File: src/trd_pkg.sv
package trd_pkg;

	localparam int unsigned PIX_CNT_W = 25;
	localparam int unsigned CFG_IDX_W = 2;
	localparam int unsigned CFG_DATA_W = 25;

	localparam logic [PIX_CNT_W-1:0] MAX_PIXELS = 25'd16777216;

	localparam logic [CFG_IDX_W-1:0] REG_BYTES_PER_PIXEL = 2'd0;
	localparam logic [CFG_IDX_W-1:0] REG_COMPRESSED_MODE = 2'd1;
	localparam logic [CFG_IDX_W-1:0] REG_PIXEL_TOTAL = 2'd2;

	localparam logic [2:0] BPP_BGR = 3'd3;
	localparam logic [2:0] BPP_BGRA = 3'd4;

	// Byte position of the last byte of a pixel.
	localparam logic [1:0] LAST_POS_BGR = 2'd2;
	localparam logic [1:0] LAST_POS_BGRA = 2'd3;

	typedef struct packed {
		logic [7:0] red;
		logic [7:0] green;
		logic [7:0] blue;
		logic [7:0] alpha;
		logic [7:0] repeat_count;
		logic       image_last;
	} pixel_t;

endpackage

File: src/trd_core.sv
module trd_core (
	input  logic                             clk,
	input  logic                             arst_n,
	input  logic                             cfg_wr_en,
	input  logic [trd_pkg::CFG_IDX_W-1:0]    cfg_index,
	input  logic [trd_pkg::CFG_DATA_W-1:0]   cfg_data,
	input  logic                             byte_accept,
	input  logic [7:0]                       data_byte,
	output logic                             res_valid,
	output trd_pkg::pixel_t                  res
);
	import trd_pkg::*;

	logic [2:0]           bytes_per_pixel_q;
	logic                 compressed_mode_q;
	logic [PIX_CNT_W-1:0] pixel_total_q;

	logic                 awaiting_header_q;
	logic                 run_packet_q;
	logic [7:0]           packet_pixels_left_q;
	logic [1:0]           byte_position_q;
	logic [7:0]           pixel_bytes_q [3];
	logic [PIX_CNT_W-1:0] image_pixels_left_q;

	logic                 start;
	logic                 bgra;
	logic [PIX_CNT_W-1:0] eff_total;
	logic [PIX_CNT_W-1:0] ipl_eff;
	logic                 ah_eff;
	logic                 rp_eff;
	logic [7:0]           ppl_eff;
	logic [1:0]           bp_eff;
	logic                 ah_d;
	logic                 rp_d;
	logic [7:0]           ppl_d;
	logic [1:0]           bp_d;
	logic [PIX_CNT_W-1:0] ipl_d;
	logic                 store_byte;
	logic                 pix_done;
	logic [7:0]           count_raw;
	logic [7:0]           rep_raw;
	logic [7:0]           rep;
	logic                 cfg_hit;

	assign bgra = (bytes_per_pixel_q == BPP_BGRA);
	assign cfg_hit = cfg_wr_en && (cfg_index == REG_BYTES_PER_PIXEL
		|| cfg_index == REG_COMPRESSED_MODE || cfg_index == REG_PIXEL_TOTAL);

	always_comb begin
		if (pixel_total_q == '0) begin
			eff_total = PIX_CNT_W'(1);
		end else if (pixel_total_q > MAX_PIXELS) begin
			eff_total = MAX_PIXELS;
		end else begin
			eff_total = pixel_total_q;
		end
	end

	always_comb begin
		// A zero pixel count means no image is open; this byte starts one.
		start = (image_pixels_left_q == '0);
		ipl_eff = start ? eff_total : image_pixels_left_q;
		ah_eff = start ? 1'b1 : awaiting_header_q;
		rp_eff = start ? 1'b0 : run_packet_q;
		ppl_eff = start ? 8'd0 : packet_pixels_left_q;
		bp_eff = start ? 2'd0 : byte_position_q;

		ah_d = ah_eff;
		rp_d = rp_eff;
		ppl_d = ppl_eff;
		bp_d = bp_eff;
		ipl_d = ipl_eff;
		store_byte = 1'b0;
		res_valid = 1'b0;
		rep_raw = 8'd1;
		rep = 8'd1;
		count_raw = {1'b0, data_byte[6:0]} + 8'd1;
		pix_done = (bp_eff == (bgra ? LAST_POS_BGRA : LAST_POS_BGR));

		if (compressed_mode_q && ah_eff) begin
			// Packet header: clamp the packet to the pixels left in the image.
			ppl_d = (ipl_eff < PIX_CNT_W'(count_raw)) ? ipl_eff[7:0] : count_raw;
			rp_d = data_byte[7];
			ah_d = 1'b0;
		end else begin
			store_byte = 1'b1;
			if (!pix_done) begin
				bp_d = bp_eff + 2'd1;
			end else begin
				bp_d = 2'd0;
				res_valid = 1'b1;
				if (compressed_mode_q && rp_eff) begin
					rep_raw = ppl_eff;
					ppl_d = 8'd0;
				end else if (compressed_mode_q) begin
					ppl_d = ppl_eff - 8'd1;
				end
				if (compressed_mode_q && ppl_d == 8'd0) begin
					ah_d = 1'b1;
				end
				if (rep_raw == 8'd0) begin
					rep_raw = 8'd1;
				end
				rep = (ipl_eff < PIX_CNT_W'(rep_raw)) ? ipl_eff[7:0] : rep_raw;
				ipl_d = ipl_eff - PIX_CNT_W'(rep);
			end
		end

		res.blue = bp_eff == 2'd0 ? data_byte : pixel_bytes_q[0];
		res.green = pixel_bytes_q[1];
		res.red = bgra ? pixel_bytes_q[2] : data_byte;
		res.alpha = bgra ? data_byte : 8'd0;
		res.repeat_count = rep;
		res.image_last = (ipl_d == '0);
	end

	always_ff @(posedge clk or negedge arst_n) begin
		if (!arst_n) begin
			bytes_per_pixel_q <= BPP_BGR;
			compressed_mode_q <= 1'b0;
			pixel_total_q <= PIX_CNT_W'(1);
			awaiting_header_q <= 1'b1;
			run_packet_q <= 1'b0;
			packet_pixels_left_q <= 8'd0;
			byte_position_q <= 2'd0;
			image_pixels_left_q <= '0;
		end else if (cfg_hit) begin
			// Any register write abandons the image in progress.
			case (cfg_index)
				REG_BYTES_PER_PIXEL: bytes_per_pixel_q <= cfg_data[2:0];
				REG_COMPRESSED_MODE: compressed_mode_q <= cfg_data[0];
				REG_PIXEL_TOTAL:     pixel_total_q <= cfg_data[PIX_CNT_W-1:0];
				default:             pixel_total_q <= pixel_total_q;
			endcase
			awaiting_header_q <= 1'b1;
			run_packet_q <= 1'b0;
			packet_pixels_left_q <= 8'd0;
			byte_position_q <= 2'd0;
			image_pixels_left_q <= '0;
		end else if (byte_accept) begin
			awaiting_header_q <= ah_d;
			run_packet_q <= rp_d;
			packet_pixels_left_q <= ppl_d;
			byte_position_q <= bp_d;
			image_pixels_left_q <= ipl_d;
		end
	end

	always_ff @(posedge clk) begin
		if (byte_accept && store_byte && bp_eff != 2'd3) begin
			pixel_bytes_q[bp_eff] <= data_byte;
		end
	end

endmodule

File: src/trd_obuf.sv
module trd_obuf (
	input  logic            clk,
	input  logic            arst_n,
	input  logic            push,
	input  trd_pkg::pixel_t push_data,
	output logic            full,
	output logic            pop_valid,
	input  logic            pop,
	output trd_pkg::pixel_t pop_data
);
	import trd_pkg::*;

	pixel_t     entry_q [2];
	logic       wr_ptr_q;
	logic       rd_ptr_q;
	logic [1:0] count_q;
	logic       do_pop;

	assign full = (count_q == 2'd2);
	assign pop_valid = (count_q != 2'd0);
	assign pop_data = entry_q[rd_ptr_q];
	assign do_pop = pop && pop_valid;

	always_ff @(posedge clk or negedge arst_n) begin
		if (!arst_n) begin
			wr_ptr_q <= 1'b0;
			rd_ptr_q <= 1'b0;
			count_q <= 2'd0;
		end else begin
			if (push) begin
				wr_ptr_q <= ~wr_ptr_q;
			end
			if (do_pop) begin
				rd_ptr_q <= ~rd_ptr_q;
			end
			count_q <= count_q + {1'b0, push} - {1'b0, do_pop};
		end
	end

	always_ff @(posedge clk) begin
		if (push) begin
			entry_q[wr_ptr_q] <= push_data;
		end
	end

endmodule

File: src/tga_rle_pixel_decoder_top.sv
// Targa pixel-data decoder. One data byte is taken per transaction; a byte can
// be accepted every clock unless in_stall is high. Header bytes and bytes that
// do not finish a pixel give no result. A finished pixel enters the output
// buffer with the byte that completes it, with blue and red in their named
// fields and a run packet reported once with its repeat count. Results wait in
// a two-entry output buffer, so the input stalls only while both entries are
// held by a stalled output. Any register write abandons the image in progress;
// the next byte starts one of pixel_total pixels, clamped to 1..MAX_PIXELS.
module tga_rle_pixel_decoder_top (
	input  logic                           clk,
	input  logic                           arst_n,
	input  logic                           cfg_wr_en,
	input  logic [trd_pkg::CFG_IDX_W-1:0]  cfg_index,
	input  logic [trd_pkg::CFG_DATA_W-1:0] cfg_data,
	input  logic                           in_valid,
	output logic                           in_stall,
	input  logic [7:0]                     data_byte,
	output logic                           out_valid,
	input  logic                           out_stall,
	output logic [7:0]                     red,
	output logic [7:0]                     green,
	output logic [7:0]                     blue,
	output logic [7:0]                     alpha,
	output logic [7:0]                     repeat_count,
	output logic                           image_last
);
	import trd_pkg::*;

	logic   byte_accept;
	logic   res_valid;
	pixel_t res;
	logic   buf_full;
	pixel_t out_pix;

	assign in_stall = buf_full;
	assign byte_accept = in_valid && !buf_full;

	trd_core u_core (
		.clk         (clk),
		.arst_n      (arst_n),
		.cfg_wr_en   (cfg_wr_en),
		.cfg_index   (cfg_index),
		.cfg_data    (cfg_data),
		.byte_accept (byte_accept),
		.data_byte   (data_byte),
		.res_valid   (res_valid),
		.res         (res)
	);

	trd_obuf u_obuf (
		.clk       (clk),
		.arst_n    (arst_n),
		.push      (byte_accept && res_valid),
		.push_data (res),
		.full      (buf_full),
		.pop_valid (out_valid),
		.pop       (!out_stall),
		.pop_data  (out_pix)
	);

	assign red = out_pix.red;
	assign green = out_pix.green;
	assign blue = out_pix.blue;
	assign alpha = out_pix.alpha;
	assign repeat_count = out_pix.repeat_count;
	assign image_last = out_pix.image_last;

endmodule
File: config.mk
export PLATFORM = sky130hd
export DESIGN_NAME = tga_rle_pixel_decoder_top
export DESIGN_NICKNAME = d
export VERILOG_FILES = /design/src/trd_pkg.sv /design/src/trd_core.sv /design/src/trd_obuf.sv /design/src/tga_rle_pixel_decoder_top.sv
export SDC_FILE = /design/constraint.sdc
export NUM_CORES = 1
export LEC_CHECK = 0
export ABC_CLOCK_PERIOD_IN_PS = 7500
export BUFFER_PORTS_ARGS = -buffer_cell sky130_fd_sc_hd__buf_2
export CORE_MARGIN = 4
export CORE_UTILIZATION = 38
export DETAILED_ROUTE_END_ITERATION = 6
export GPL_TIMING_DRIVEN = 0
export PLACE_DENSITY_LB_ADDON = 0.1
export SYNTH_ARGS = -nofsm -noshare
export SYNTH_HDL_FRONTEND = slang
export SYNTH_SLANG_ARGS = --single-unit
File: constraint.sdc
create_clock -name clk -period 7.5 [get_ports clk]
set_input_delay 1.5 -clock clk [delete_from_list [all_inputs] [get_ports clk]]
set_output_delay 1.5 -clock clk [all_outputs]
set_load 0.005 [all_outputs]
Word level (Yosys, flattened, before mapping)
Memories as Yosys holds them, arrays and structs flattened. Index checks and enable logic that the tools add are counted.

Word-level logic and storage cells: 107. RAM bits: 106. Output and inout bits: 43. Input bits: 40. Memories kept: 2. Register bits: 70.

Bitwise operators: 2. Add/sub/neg operators: 6. Reduce and logical (&&, ||, !) cells: 25. Equal/unequal tests: 6. Muxes and demuxes: 52. $lt $le $gt $ge: 3.

Memories: u_obuf.entry_q (depth 2, width 41, rd ports 1, clocked after Yosys merged registers in 0, write ports 1, line trd_obuf.sv:13) `pixel_t entry_q [2];`; u_core.pixel_bytes_q (depth 3, width 8, rd ports 3, clocked after Yosys merged registers in 0, write ports 1, line trd_core.sv:22) `logic [7:0] pixel_bytes_q [3];`.

Operator list (count): $mux W8 (22); $mux W25 (7); $logic_not A25 Y1 (3); $lt A25 B8 Y1 (2); $gt A25 B25 Y1 const B (1); $sub A25 B8 Y25 (1); $mux W1 (18); $logic_not A8 Y1 (2); $mux W2 (5); $logic_and A1 B1 Y1 (9); $add A7 B1 Y8 const B (1); $sub A8 B1 Y8 const B (1); $reduce_and A2 Y1 (3); $eq A2 B2 Y1 const B (2); $logic_not A2 Y1 (2); $reduce_bool A2 Y1 (2); $eq A3 B3 Y1 const B (1); $add A2 B1 Y2 (1); $add A2 B1 Y2 const B (1); $eq A2 B1 Y1 const B (1); $eq A2 B2 Y1 (1); $logic_not A1 Y1 (2); $logic_or A1 B1 Y1 (2); $ne A2 B2 Y1 const B (1); other kinds (2) (3).

Longest topological paths before layout
Depth in word-level cells: 17. Gate-level depth with buffers: 29. Gate-level depth less buffers: 27.

Modules after synthesis
Synthesis repeated with hierarchy kept, for this count alone.

Cell total of the unflattened synthesis: 852. Area, all modules: 9820.7 µm².

By module, submodules not included: trd_core (cells an instance 704, area an instance 6439.9 µm², times used 1); trd_obuf (cells an instance 145, area an instance 3362.0 µm², times used 1); tga_rle_pixel_decoder_top (cells an instance 3, area an instance 18.8 µm², times used 1).

Worst setup path after synthesis
Ideal clock, no wire load.

Path kind: flip-flop to flip-flop. Start: register u_core.pixel_total_q[9]. End: memory u_obuf.entry_q[0][0] in the netlist's numbering, data pin. Path slack: 1.093 ns. Library setup time: 0.197 ns. Arrival time: 6.210 ns. Stages on the path, launching flop included: 27. Cells stage by stage: dfrtp_1 or3_1 or4_4 o31a_1 nor3_2 buf_2 buf_2 a21oi_1 inv_1 ha_1 a21oi_1 nor2b_1 o21ai_0 a31oi_1 or3_1 buf_6 mux2_4 ha_1 nor2b_1 o31a_1 o31a_1 o31a_1 nor2_1 nand2_1 xor2_1 or3_1 nor4_1.

RTL lines: start, declared (line trd_core.sv:16) `logic [PIX_CNT_W-1:0] pixel_total_q;`; start signal, assigned (line trd_core.sv:132) `REG_PIXEL_TOTAL: pixel_total_q <= cfg_data[PIX_CNT_W-1:0];`; start signal, assigned (line trd_core.sv:133) `default: pixel_total_q <= pixel_total_q;`; end, declared (line trd_obuf.sv:13).

==> results list <==
- The flow ran to the end, and the final reports show no timing, DRC or antenna violations.
- The endpoint identified for the worst register-to-register timing path is u_obuf.entry_q[1][0].
* Worst setup path class: register to register
- Nature of the critical path startpoint: register
- Initial DRC Count: 563
- In this run, synthesis inferred 106 flip-flops with an integrated enable.
- Via density per instance: 5.50
- Top cell by count, worst path: sky130_fd_sc_hd__o31a_1
- Wire length of the first global-routing pass: 41,300 um
- The region available for standard cell placement spans 24,500 um2.
* Number of max-slew violations in the final report: 0
- Largest area contributor in the synthesized netlist: sky130_fd_sc_hd__edfxtp_1
* Initial standard-cell utilization of the core: 0.388
- Counting I/O delays and the setup requirement, the final critical path takes 7.13 ns.
* Async SR Flop Fraction: 0.398
- Area added between synthesis and finish: 18.0%
- Clock buffers created by TritonCTS: 17
- Final hold analysis gives a worst-case slack of 0.452 ns.
* Measured slew at the worst slew-check pin: 1.29 ns
- Power density of the placed cells: 465 nW/um2
- Most area-consuming cells after synthesis: sky130_fd_sc_hd__edfxtp_1, sky130_fd_sc_hd__dfrtp_1, sky130_fd_sc_hd__mux2_2
* Synthesized Nets: 905
- Final non-filler cell area: 11,200 um2
- The later pin in the worst-skew pair is clocked with a latency of 0.43 ns.
- The final route contains 7,024 vias.
- Post-layout worst setup margin: 0.371 ns
* Combined area of all synthesized cells: 9490 um2
- Post-layout nets: 1,012
- Main flop type after synthesis: sky130_fd_sc_hd__edfxtp_1
- Detailed-route DRC error count: 0
* TritonCTS clock tree: yes
* Rel. slew slack: 0.140
- Area of combinational cells with multiple inputs: 4450 um2
- Count of final hold-check violations: 0
- The floorplan has 57 rows.
- Area share of the largest cell type after synthesis: 0.335
- M1 GR Usage: 0.255
* Average routed wire per standard cell: 20.6 um
- The global routing stage identified its most utilized layer as met2.
* Met2 Track Usage GR: 0.320
* Number of synthesized register bits: 176
- Worst supply voltage drop on vdd: 0.000235 V
- The cell sitting at the root of the clock tree is a sky130_fd_sc_hd__clkbuf_16.
- In this run the horizontal extent of the chip is 166 um.
- The startpoint identified for the worst register-to-register timing path is u_core.pixel_total_q[13].
- On the critical path, the stage with the largest delay is an instance of sky130_fd_sc_hd__dfrtp_1.
- CTS H-Tree Depth: 4
- TritonCTS sink count: 176
* Final antenna diode count: 0
- The largest single stage delay on the critical path is 0.49 ns.
- Critical Path Fanout Max: 10
- Top cells by instance count after synthesis: sky130_fd_sc_hd__edfxtp_1, sky130_fd_sc_hd__mux2_2, sky130_fd_sc_hd__nand2_1
* Synthesized instance count: 834
- In the post-synthesis netlist, the cell with the most instances is sky130_fd_sc_hd__edfxtp_1.
* Antenna violations before repair: 0
- At the end of routability-driven placement, the weighted congestion stood at 0.900.
- Maximum number of pins on one net before global-route repair: 43
* Data required time of the worst path: 7.72 ns
- In the final layout, the share of cells above drive strength 1 is 0.284.
- Adding up every negative setup slack in the final design gives 0 ns.
- Dpl ws: -0.754 ns
* All-layer global routing usage: 0.190
* Timing startpoint of the critical path: u_core.pixel_total_q[13]
- Maximum clock skew at final layout: 0.0108 ns
* Sequential share of the synthesized area: 0.520
- In this run the static leakage power is 0.00430 uW.
- I/O pin cnt: 83
- At the worst endpoint, the arrival time is 7.35 ns.
- Wires add up to 26,300 um.
* Element type at the critical path end: register
* HPWL after DPL: 19,100 um
- Setup violations remaining at the end of the flow were counted as 0.
- Warning count from the yosys run: 0
- Worst R2R Path Depth: 26
- Once layout is complete, the utilization of the core stands at 0.458.
* Avg Cell Area, Syn: 11.4 um2
* Y dimension of the die: 166 um
- Counting distinct cell types in the post-synthesis netlist gives 69.
* MaxCap Viol Count: 0
* Port Buffer Count: 82
* Placement Cell Area: 10,400 um2
- Number of nets with antenna violations after routing: 0
- The filler cells instantiated in the layout total 2,333.
* Maximum clock rate: 140 MHz
- Number of iterations in the first detailed-routing pass: 5
- Global routing finished with a remaining overflow of 0.
- Across all register-to-register paths, the minimum setup slack is 0.37 ns.
- In the global route stage, met3 resource usage came out at 0.0274.
* Clock Pin Slew Worst Setup and Hold Paths: 0.09 ns
- Setup repair after global routing left no endpoint under its margin.
- Deepest clock path buffer count: 2
* Vias in the first global route: 7,104
- The sequential cells in the finished layout cover a total of 4940 um2.
- The path class of the tightest hold or removal check is register to register.
- In this run the worst setup path terminates at u_obuf.entry_q[1][0].
- The die covers 27,600 um2.
- Of the available clock period, the critical path in the final layout requires 0.951.
==> layout by cell type (no fill, tap or decap), types with 5 or more instances in the layout <==
master                      instances
sky130_fd_sc_hd__edfxtp_1         106
sky130_fd_sc_hd__mux2_2            87
sky130_fd_sc_hd__buf_2             84
sky130_fd_sc_hd__nand2_1           67
sky130_fd_sc_hd__dfrtp_1           66
sky130_fd_sc_hd__a21oi_1           59
sky130_fd_sc_hd__nor2_1            56
sky130_fd_sc_hd__o21ai_0           31
sky130_fd_sc_hd__ha_1              30
sky130_fd_sc_hd__clkbuf_1          27
sky130_fd_sc_hd__inv_1             20
sky130_fd_sc_hd__nand3_1           19
sky130_fd_sc_hd__nor3_1            18
sky130_fd_sc_hd__clkbuf_16         17
sky130_fd_sc_hd__nor4_1            14
sky130_fd_sc_hd__and2_1            13
sky130_fd_sc_hd__xnor2_1           13
sky130_fd_sc_hd__mux2i_1           12
sky130_fd_sc_hd__or3_1             11
sky130_fd_sc_hd__xor2_1            11
sky130_fd_sc_hd__a211oi_1          11
sky130_fd_sc_hd__a21o_1            10
sky130_fd_sc_hd__a311oi_1           8
sky130_fd_sc_hd__nor2_2             8
sky130_fd_sc_hd__o21a_1             8
sky130_fd_sc_hd__mux2_4             7
sky130_fd_sc_hd__nand4_1            6
sky130_fd_sc_hd__clkinv_8           6
sky130_fd_sc_hd__o311ai_0           5
==> sequential cells by signal (all words and copies together), names as in the netlist <==
name,count
u_core.pixel_bytes_q,24
u_core.awaiting_header_q,1
u_obuf.entry_q,82
u_core.compressed_mode_q,1
u_core.byte_position_q,2
u_core.image_pixels_left_q,25
u_core.run_packet_q,1
u_core.pixel_total_q,25
u_core.bytes_per_pixel_q,3
u_obuf.count_q,2
u_obuf.wr_ptr_q,1
u_core.packet_pixels_left_q,8
u_obuf.rd_ptr_q,1
==> worst min-delay path by stage <==
| stage | startpoint | to | slack (ns) | cells past startpoint |
|---|---|---|---|---|
| global route | u_core.pixel_bytes_q[1][4] | u_obuf.entry_q[1][29] | 0.46 | 0 |
| CTS | u_core.pixel_bytes_q[1][5] | u_obuf.entry_q[0][30] | 0.45 | 0 |
| floorplan | u_core.pixel_bytes_q[1][0] | u_obuf.entry_q[0][25] | 0.42 | 0 |
| global placement | u_core.pixel_bytes_q[1][5] | u_obuf.entry_q[1][30] | 0.42 | 0 |
| finish | u_core.pixel_bytes_q[1][5] | u_obuf.entry_q[0][30] | 0.45 | 0 |
| detailed placement | u_core.pixel_bytes_q[1][5] | u_obuf.entry_q[0][30] | 0.43 | 0 |
==> cell families after synthesis <==
group | count (synthesis) | share of synthesized area
and+or+nand+nor | 259 | 0.141
xor gates and xnor gates | 24 | 0.0221
muxes | 107 | 0.128
AOI/OAI and AO/OA | 177 | 0.121
adders and majority gates | 31 | 0.0417
DFF | 176 | 0.520
buffers and inverters | 60 | 0.0258
==> per-layer routing <==
layer  up-vias  wire [um]
li1       3354          -
met1      3460      11900
met2       176      12800
met3        34       1020
met4         0        563
met5         -          0
==> metrics by stage <==
stage	power (uW)	cells
floorplan	3300	834
global placement	4130	1240
detailed placement	4120	1244
CTS	5130	1276
global route	5560	1278
finish	5210	1278
==> final cells by class <==
class	instances	area share
flip-flops and latches	176	0.441
inverters	21	0.00704
clock buffers	17	0.0380
plain buffers	38	0.0156
clock inverters	15	0.0190
repair buffers	89	0.0459
well taps	324	0.0362
multi-input cells	598	0.397
==> critical path, delay by kind of cell (launching register included) <==
family	cells	cell delay (ns)
AO/OA/AOI/OAI	11	2.59
AND/OR/NAND/NOR	9	2.46
adder cells (fa/ha/maj)	2	0.52
flip-flops	1	0.49
buffers and inverters	3	0.48
multiplexers	1	0.33
==> report_power, final <==
part | leakage, uW | total, uW | switching (uW) | internal [uW]
logic | 0.00216 | 2900 | 1730 | 1170
registers | 0.00183 | 1370 | 162 | 1210
clock network | 0.000307 | 943 | 475 | 467
total | 0.00430 | 5210 | 2370 | 2840
==> timing repair <==
action | 4_1_cts | 5_1_grt
hold buffers | 0 | 0
resized for setup | 13 | 21
endpoints found under the hold margin | 0 | 0
endpoints found under the setup margin | 2 | 2
pin swaps | 0 | 5
setup buffers | 0 | 3
Power figures use the tool's default switching activity.
